## src/rtl/core/pfd_pkg.sv

```systemverilog
// pfd_pkg: constants, band codes and the cell word type for the
// fractional-N divider calculation pipeline. No dependencies.
package pfd_pkg;

	localparam int FRAC_BITS = 20;
	localparam int INT_BITS  = 7;

	localparam int FREQ_W    = 32;
	// Quotient bits taken from the low dividend bits; the top 24 bits are
	// always below the reference, so they preload the remainder directly.
	localparam int INT_STEPS = 8;
	localparam int PRE_BITS  = FREQ_W - INT_STEPS;
	localparam int REM_W     = 25;
	localparam int WORD_W    = INT_STEPS + FRAC_BITS;
	localparam int CELL_CNT  = WORD_W;

	localparam logic [31:0] REF_HZ    = 32'd30000000;
	localparam logic [31:0] EDGE_A    = 32'd2400000000;
	localparam logic [31:0] EDGE_B    = 32'd2500000000;
	localparam logic [31:0] EDGE_C    = 32'd2600000000;
	localparam logic [31:0] ROUND_ADD = REF_HZ >> 21;

	localparam logic [INT_STEPS-1:0] INT_MASK = INT_STEPS'((1 << INT_BITS) - 1);

	localparam logic [1:0] BAND_LOW  = 2'd0;
	localparam logic [1:0] BAND_MID  = 2'd1;
	localparam logic [1:0] BAND_HIGH = 2'd2;
	localparam logic [1:0] BAND_TOP  = 2'd3;

	typedef struct packed {
		logic [REM_W-1:0]  rem;
		logic [WORD_W-1:0] word;   // dividend bits still to shift in, quotient bits shift out
		logic [1:0]        band;
		logic              lna;
	} cell_t;

endpackage

```

## src/rtl/core/pll_fractional_divider_calc.sv

```systemverilog
// pll_fractional_divider_calc: top level, front stage, chain of division
// cells and output register. Depends on pfd_pkg, pfd_front, pfd_cell.
//
// Usage:
//   Input channel: in_valid / in_stall with freq_hz, a target frequency in Hz.
//   Output channel: out_valid / out_stall with band_code, lna_hi,
//   int_divider, frac_high and frac_low. Each input word yields one output
//   word, in order.
//   The pipeline is one front stage (band select, +14 Hz rounding),
//   28 division cells (8 integer quotient bits, 20 fraction bits, one bit
//   per cell against the 30 MHz reference) and the output register.
//   Throughput is one word per cycle while the output is not stalled;
//   each cell holds one word and passes it on when the next is ready.
//   Stall: every stage advances when its successor is empty or advancing,
//   so bubbles collapse and input words are taken while a result waits at
//   the output. in_stall rises only once every stage holds a word and
//   out_stall is high. A stalled output word holds steady.
//   Reset (arst_n low) empties all stages; payload registers are not reset.
module pll_fractional_divider_calc (
	input  logic        clk,
	input  logic        arst_n,
	input  logic        in_valid,
	output logic        in_stall,
	input  logic [31:0] freq_hz,
	output logic        out_valid,
	input  logic        out_stall,
	output logic [1:0]  band_code,
	output logic        lna_hi,
	output logic [6:0]  int_divider,
	output logic [9:0]  frac_high,
	output logic [9:0]  frac_low
);

	localparam int N = pfd_pkg::CELL_CNT;

	// Stage 0 is the front; stages 1..N are the cells
	logic           valid_c [N+1];
	pfd_pkg::cell_t data_c  [N+1];
	logic           ready_c [N+1];
	logic           out_ready;

	logic [pfd_pkg::INT_STEPS-1:0] quot;
	logic [pfd_pkg::FRAC_BITS-1:0] frac;
	logic [19:0]                   frac_ext;

	pfd_front u_front (
		.clk      (clk),
		.arst_n   (arst_n),
		.in_valid (in_valid),
		.freq_hz  (freq_hz),
		.ready_up (ready_c[0]),
		.ready_dn (ready_c[1]),
		.valid_q  (valid_c[0]),
		.data_q   (data_c[0])
	);

	assign in_stall = !ready_c[0];

	for (genvar k = 1; k <= N; k++) begin : g_cell
		logic ready_next;
		if (k == N) begin : g_last
			assign ready_next = out_ready;
		end else begin : g_mid
			assign ready_next = ready_c[k+1];
		end
		pfd_cell u_cell (
			.clk      (clk),
			.arst_n   (arst_n),
			.in_valid (valid_c[k-1]),
			.in_data  (data_c[k-1]),
			.ready_up (ready_c[k]),
			.ready_dn (ready_next),
			.valid_q  (valid_c[k]),
			.data_q   (data_c[k])
		);
	end

	// Final word: integer quotient on top, fraction bits below
	assign quot     = data_c[N].word[pfd_pkg::WORD_W-1 -: pfd_pkg::INT_STEPS];
	assign frac     = data_c[N].word[pfd_pkg::FRAC_BITS-1:0];
	assign frac_ext = 20'(frac);

	assign out_ready = !out_valid || !out_stall;

	always_ff @(posedge clk or negedge arst_n) begin
		if (!arst_n) begin
			out_valid <= 1'b0;
		end else if (out_ready) begin
			out_valid <= valid_c[N];
		end
	end

	always_ff @(posedge clk) begin
		if (out_ready && valid_c[N]) begin
			band_code   <= data_c[N].band;
			lna_hi      <= data_c[N].lna;
			int_divider <= 7'(quot & pfd_pkg::INT_MASK);
			frac_high   <= frac_ext[19:10];
			frac_low    <= frac_ext[9:0];
		end
	end

endmodule

```

## src/rtl/core/pfd_front.sv

```systemverilog
// pfd_front: input stage. Band select, rounding add and remainder preload.
// Depends on pfd_pkg.
module pfd_front (
	input  logic                        clk,
	input  logic                        arst_n,
	input  logic                        in_valid,
	input  logic [pfd_pkg::FREQ_W-1:0]  freq_hz,
	output logic                        ready_up,
	input  logic                        ready_dn,
	output logic                        valid_q,
	output pfd_pkg::cell_t              data_q
);

	logic [pfd_pkg::FREQ_W-1:0] f_round;
	pfd_pkg::cell_t             data_d;

	assign ready_up = !valid_q || ready_dn;
	assign f_round  = freq_hz + pfd_pkg::ROUND_ADD;

	always_comb begin
		data_d      = '0;
		data_d.rem  = pfd_pkg::REM_W'(f_round[pfd_pkg::FREQ_W-1 -: pfd_pkg::PRE_BITS]);
		data_d.word = {f_round[pfd_pkg::INT_STEPS-1:0], {pfd_pkg::FRAC_BITS{1'b0}}};
		// Band comes from the unrounded frequency
		priority if (freq_hz < pfd_pkg::EDGE_A) begin
			data_d.band = pfd_pkg::BAND_LOW;
			data_d.lna  = 1'b0;
		end else if (freq_hz < pfd_pkg::EDGE_B) begin
			data_d.band = pfd_pkg::BAND_MID;
			data_d.lna  = 1'b0;
		end else if (freq_hz < pfd_pkg::EDGE_C) begin
			data_d.band = pfd_pkg::BAND_HIGH;
			data_d.lna  = 1'b1;
		end else begin
			data_d.band = pfd_pkg::BAND_TOP;
			data_d.lna  = 1'b1;
		end
	end

	always_ff @(posedge clk or negedge arst_n) begin
		if (!arst_n) begin
			valid_q <= 1'b0;
		end else if (ready_up) begin
			valid_q <= in_valid;
		end
	end

	always_ff @(posedge clk) begin
		if (ready_up && in_valid) begin
			data_q <= data_d;
		end
	end

endmodule

```

## src/rtl/core/pfd_cell.sv

```systemverilog
// pfd_cell: one restoring-division step. Shifts one bit into the remainder,
// compares with the reference and emits one quotient bit. Depends on pfd_pkg.
module pfd_cell (
	input  logic           clk,
	input  logic           arst_n,
	input  logic           in_valid,
	input  pfd_pkg::cell_t in_data,
	output logic           ready_up,
	input  logic           ready_dn,
	output logic           valid_q,
	output pfd_pkg::cell_t data_q
);

	logic [pfd_pkg::REM_W:0] trial;
	logic [pfd_pkg::REM_W:0] ref_ext;
	logic                    qbit;
	pfd_pkg::cell_t          data_d;

	assign ready_up = !valid_q || ready_dn;
	assign trial    = {in_data.rem, in_data.word[pfd_pkg::WORD_W-1]};
	assign ref_ext  = (pfd_pkg::REM_W+1)'(pfd_pkg::REF_HZ);
	assign qbit     = (trial >= ref_ext);

	always_comb begin
		data_d      = in_data;
		data_d.word = {in_data.word[pfd_pkg::WORD_W-2:0], qbit};
		if (qbit) begin
			data_d.rem = pfd_pkg::REM_W'(trial - ref_ext);
		end else begin
			data_d.rem = trial[pfd_pkg::REM_W-1:0];
		end
	end

	always_ff @(posedge clk or negedge arst_n) begin
		if (!arst_n) begin
			valid_q <= 1'b0;
		end else if (ready_up) begin
			valid_q <= in_valid;
		end
	end

	always_ff @(posedge clk) begin
		if (ready_up && in_valid) begin
			data_q <= data_d;
		end
	end

endmodule

```

## config.mk

```make
export PLATFORM = sky130hd
export DESIGN_NAME = pll_fractional_divider_calc
export DESIGN_NICKNAME = d
export VERILOG_FILES = /design/src/rtl/core/pfd_pkg.sv /design/src/rtl/core/pll_fractional_divider_calc.sv /design/src/rtl/core/pfd_front.sv /design/src/rtl/core/pfd_cell.sv
export SDC_FILE = /design/constraint.sdc
export NUM_CORES = 1
export LEC_CHECK = 0
export BUFFER_PORTS_ARGS = -buffer_cell sky130_fd_sc_hd__buf_4
export CORE_UTILIZATION = 30
export CTS_CLUSTER_SIZE = 10
export DETAILED_ROUTE_END_ITERATION = 16
export MAX_ROUTING_LAYER = met4
export SYNTH_ARGS = -nofsm -noshare
export SYNTH_HDL_FRONTEND = slang
export SYNTH_SLANG_ARGS = --single-unit
```

## constraint.sdc

```tcl
create_clock -name clk -period 5.9 [get_ports clk]
set_input_delay 0.59 -clock clk [delete_from_list [all_inputs] [get_ports clk]]
set_output_delay 0.59 -clock clk [all_outputs]
set_load 0.03 [all_outputs]
```

* Word-level counts from Yosys, hierarchy flattened
Cells that the tools add are included.
** Word-level totals
- Register bits after elaboration :: 1267
- Input bits :: 36
- Output and inout bits :: 32
- Logic and storage cells :: 351
** Operators by class
- Add/sub/neg operators :: 28
- Order comparisons :: 31
- Muxes and demuxes :: 29
- Reductions and logical operators :: 93
** Operator list (number)
- 26-bit by 25-bit >= comparator with 1-bit output (second input constant) :: 27
- 25-bit 2-to-1 mux :: 27
- 25-bit subtractor (second input constant) :: 27
- 32-bit < comparator (second input constant) :: 3
- 32-bit by 4-bit adder with 32-bit output (second input constant) :: 1
- 1-bit logical NOT :: 32
- 1-bit logical AND :: 30
- 1-bit logical OR :: 30
- 25-bit >= comparator (second input constant) :: 1
- 2-bit 2-to-1 mux :: 2
- 2-bit OR reduction :: 1

* Logic depth before layout (Yosys ltp)
- Depth after elaboration :: 32
- Depth in mapped cells :: 10
- Mapped depth without buffers :: 9

* By module
A second synthesis with hierarchy kept.
** Second synthesis, totals
- Cells, all modules :: 3947
- Area, all modules :: 66984.2 µm²
** Modules (own cells, without submodules)
- pfd_cell :: instances 28, cells each 133, area an instance 2284.7 µm², sequential area each 1706.6 µm²
- pfd_front :: instances 1, cells each 188, area an instance 2060.7 µm², sequential area each 1046.0 µm²
- pll_fractional_divider_calc :: instances 1, cells each 35, area an instance 952.2 µm², sequential area each 925.9 µm²

* Least setup slack after synthesis
No wires, ideal clock.
- Kind :: reg2reg
- Start :: reg out_valid
- End :: reg g_cell[18].u_cell.data_q[0] (netlist bit) (enable)
- Library setup time :: 488 ps
- Data arrival time :: 3790 ps
- Required time :: 5412 ps
- Setup slack :: 1622 ps
- Stages on the path, launching flop included :: 5
- Buffers on the path :: 0
- Period minus slack after synthesis :: 4278 ps
- Path through :: dfrtp_1 -> and4_1 -> nand3_1 -> nor2_1 -> a21boi_0
** Between the ends
- Longest elaborated chain between the ends :: 14
** RTL lines
- start, declared :: RTL line pll_fractional_divider_calc.sv:25 : output logic out_valid,
- start signal, assigned :: RTL line pll_fractional_divider_calc.sv:89 : out_valid <= valid_c[N];
- 1-bit logical NOT :: RTL line pll_fractional_divider_calc.sv:83 : assign out_ready = !out_valid || !out_stall;
- 1-bit logical OR :: RTL line pll_fractional_divider_calc.sv:83
- 1-bit logical OR (11 in a row) :: RTL line pfd_cell.sv:19 : assign ready_up = !valid_q || ready_dn;
- 1-bit logical AND :: RTL line pfd_cell.sv:43 : if (ready_up && in_valid) begin
- end signal, assigned :: RTL line pfd_cell.sv:44 : data_q <= data_d;
- end, declared :: RTL line pfd_cell.sv:11 : output pfd_pkg::cell_t data_q
Every way passes these cells.
A chain may end at the register's enable or synchronous reset.

* Worst setup path in the final report
- Start :: reg out_valid
- End :: out in_stall
** Between the ends
- Longest elaborated chain between the ends :: 32
** RTL lines
- 1-bit logical NOT :: RTL line pll_fractional_divider_calc.sv:83
- 1-bit logical OR :: RTL line pll_fractional_divider_calc.sv:83
- 1-bit logical OR (28 in a row) :: RTL line pfd_cell.sv:19
- 1-bit logical OR :: RTL line pfd_front.sv:17 : assign ready_up = !valid_q || ready_dn;
- 1-bit logical NOT :: RTL line pll_fractional_divider_calc.sv:57 : assign in_stall = !ready_c[0];
- end, declared :: RTL line pll_fractional_divider_calc.sv:23 : output logic in_stall,
Every way passes these cells.

==> results.md <==
* Setup bufs post-CTS at 0
* CP startpoint: out_valid$_DFFE_PN0P_
* CP Capture Type: output port
* Setup crit end: in_stall
* Final ANT Viol Nets at 0
* Pins Over Slew Limit at 0
* Combinational family with the most area after synthesis: simple AND/OR/NAND/NOR gates
* Final setup violation count at 0
* Clock skew at 0.0503 ns
* Prevailing post-synth register cell: edfxtp_1
* Clock root buffer: clkbuf_16
* R2r endpoint: g_cell[7].u_cell.data_q[53]$_DFFE_PP_
* Die Height at 389 µm
* Multi-input gate area at 0.0112 mm²
* Max incr delay on CP at 0.91 ns
* Syn Nets at 3044
* Startpoint Class: register
* Via count at 23300
* Sequence of cells on the critical path: and4_1, nand3_1, nor4b_2, nand3_1, nor2_1, buf_4
* DRC viols at 0
* Final worst-path cycle share at 70.6%
* Layout cells sized above 1 at 9.82%
* Cell mode on critical path: nand3_1
* Relative slew slack at 20.3%
* Post-DP HPWL at 48500 µm
* Slowest CP cell: nor4b_2
* Avg WL per Cell at 13.6 µm
* Total GRT Usage at 9.59%
* Number of synthesized flops with an enable pin at 1085
* Multiplexer share of the synthesized area at 0.427%
* Synth-to-Final Area Change at 15.4%
* Clock power frac at 30.0%
* Rows at 141
* ANT cells at 0
* Final TNS setup at 0 ns
* Gr ovfl total at 0
* Largest net degree at the start of global routing at 45
* Seq pwr share at 52.3%
* Design area at 0.0518 mm²
* Clock Tree Buf Depth at 3
* WP data arrival at 3.58 ns
* Worst vdd ir at 358 µV
* Final net count at 3232
* Critical path class: reg2out
* XOR/XNOR share of the synthesized area at 7.09%
* Combinational share of power at 17.7%
* Flops & latches, synth at 1115
* DP Area at 0.0479 mm²
* Fmax at 0.240 GHz
* Fillers at 13900
* Register area share after synthesis at 74.3%
* Pre-antenna DRT Iters at 7
* Synth top cells by count: edfxtp_1, nand2_1, xnor2_1
* RR Startpoint: g_cell[6].u_cell.data_q[42]$_DFFE_PP_
* Final wirelength at 70000 µm
* Crit Path Max Fanout at 7
* Mapped Area at 0.0449 mm²
* H-tree levels at 4
* Smallest hold slack at 0.128 ns
* Adder-cell share of the synthesized area at 0.781%
* Setup slack, reg-to-reg at 2.34 ns
* Yosys top cell area share at 72.6%
* Switching power at 6.73 mW
* Final core utilization at 35.0%
* Synth Area in Compound Gates at 6.08%
* Cell family with most CP delay: simple AND/OR/NAND/NOR gates
* Sink Count at 1115
* Vias in the first global route at 23000
* Net Sw Frac at 28.1%
* Simple-Gate Fraction of Synth Area at 10.4%
* Final hold viol count at 0
* Cell variety after synth at 74
* Worst skew pair latency at 0.73 ns
* Measured slew at the worst slew-check pin at 1.20 ns
* First-pass GRT wire length at 115000 µm
* Minimum clock period at 4.17 ns
* Async set-reset flop share out of synthesis at 2.69%
* Total CTS buffers at 132
* Worst-path clk slew at 0.05 ns
* Register area at 0.0333 mm²
* PwrDens at 463 mW/mm²
* Die area at 0.151 mm²
* Stages on worst setup path at 6
* Die width at 389 µm
* Final Wtd Congestion at 0.812
* TritonCTS clock tree: done
* Status: finished clean
* Port buffer count at 67
* Iter 0 DRT Violations at 1341
* Yosys Warn Count at 0
* Syn Area/Cell at 15.1 µm²
* Resize count post-CTS at 0
* Routed vias/inst at 4.52
* WP data required at 5.31 ns
* Hold Crit Class: in2reg
* Starting Density at 30.3%
* R2r worst-path depth at 7
* CP bufs+invs at 1
* Initial antenna violation count at 0
* Core ar. at 0.148 mm²
* P_leak at 17.5 nW
* Cells after Synth at 2980
* Area contributors post-synth: edfxtp_1, xnor2_1, nand2_1
* Unrepaired setup endpoints after global routing: no
* Top cell type by total area after synthesis: edfxtp_1
* Io pins at 68
* Most numerous cell in the Yosys netlist: edfxtp_1
* Internal power at 17.2 mW
* Number of max-cap violations at 0
==> placed cells by master, fill, tap and decap left out, types with 59 or more instances in the layout <==
| cell | instances |
|---|---|
| o21ai_0 | 137 |
| edfxtp_1 | 1085 |
| xnor2_1 | 264 |
| nor2_1 | 151 |
| a21oi_1 | 97 |
| nand3_1 | 127 |
| nand2_1 | 284 |
| buf_4 | 85 |
| clkbuf_16 | 132 |
| inv_1 | 59 |
| xor2_1 | 99 |
==> metal layers <==
| metal | track usage [%] | part of all wire [%] |
|---|---|---|
| met5 | - | 0 |
| met3 | 2.20 | 4.3 |
| met1 | 10.6 | 42 |
| met4 | 3.51 | 2.3 |
| met2 | 16.8 | 51 |
==> timing repair <==
action                     4_1_cts  5_1_grt
hold buffers                     3        0
hold endpoints to repair        32        0
setup endpoints to repair        0        0
==> area by class of cell <==
type | instances | share of cell area [%]
Clock buffer | 171 | 6.68
Clock inverter | 24 | 0.740
Inverter | 72 | 0.522
Multi-Input combinational cell | 1759 | 21.7
Sequential cell | 1115 | 64.4
Tap cell | 1930 | 4.67
Timing Repair Buffer | 88 | 1.29
==> state kept, by name, summed over array words and instances (netlist names) <==
register	cells
g_cell.u_cell.data_q	1022
u_front.data_q	34
g_cell.u_cell.valid_q	28
frac_high	10
frac_low	10
int_divider	7
band_code	2
out_valid	1
u_front.valid_q	1
==> how the worst min path moves through the flow <==
stage	startpoint	end	slack (ns)	cells past startpoint
6_report	out_stall	out_valid$_DFFE_PN0P_	0.13	2
5_1_grt	out_stall	out_valid$_DFFE_PN0P_	0.09	2
4_1_cts	out_stall	out_valid$_DFFE_PN0P_	0.06	2
3_5_place_dp	g_cell[9].u_cell.data_q[0]$_DFFE_PP_	g_cell[10].u_cell.data_q[0]$_DFFE_PP_	0.40	0
3_3_place_gp	g_cell[20].u_cell.data_q[21]$_DFFE_PP_	g_cell[21].u_cell.data_q[22]$_DFFE_PP_	0.40	0
2_1_floorplan	arst_n	g_cell[10].u_cell.valid_q$_DFFE_PN0P_	0.29	0
==> power groups by stage <==
stage | Clock, mW | Sequential [mW] | Combinational [mW]
2_1_floorplan | 0 | 12.3 | 3.33
3_3_place_gp | 0 | 12.6 | 4.19
3_5_place_dp | 0 | 12.7 | 4.27
4_1_cts | 7.43 | 12.5 | 4.30
5_1_grt | 7.76 | 12.8 | 4.78
6_report | 7.19 | 12.5 | 4.23
==> through the flow <==
step / cells / power, mW / setup slack [ns]
2_1_floorplan: 2980 / 15.7 / 1.62
3_3_place_gp: 4961 / 16.8 / 2.23
3_5_place_dp: 4961 / 16.9 / 2.23
4_1_cts: 5159 / 24.2 / 1.66
5_1_grt: 5159 / 25.3 / 1.44
6_report: 5159 / 23.9 / 1.73
==> cell families (layout without fill, tap and decap cells) <==
group / after synthesis / count (layout)
AOI/OAI and AO/OA: 425 / 425
xor gates and xnor gates: 363 / 363
buffers and inverters: 106 / 355
DFF: 1115 / 1115
and+or+nand+nor: 926 / 926
muxes: 17 / 17
adders and majority gates: 28 / 28
Power figures use the tool's default switching activity.
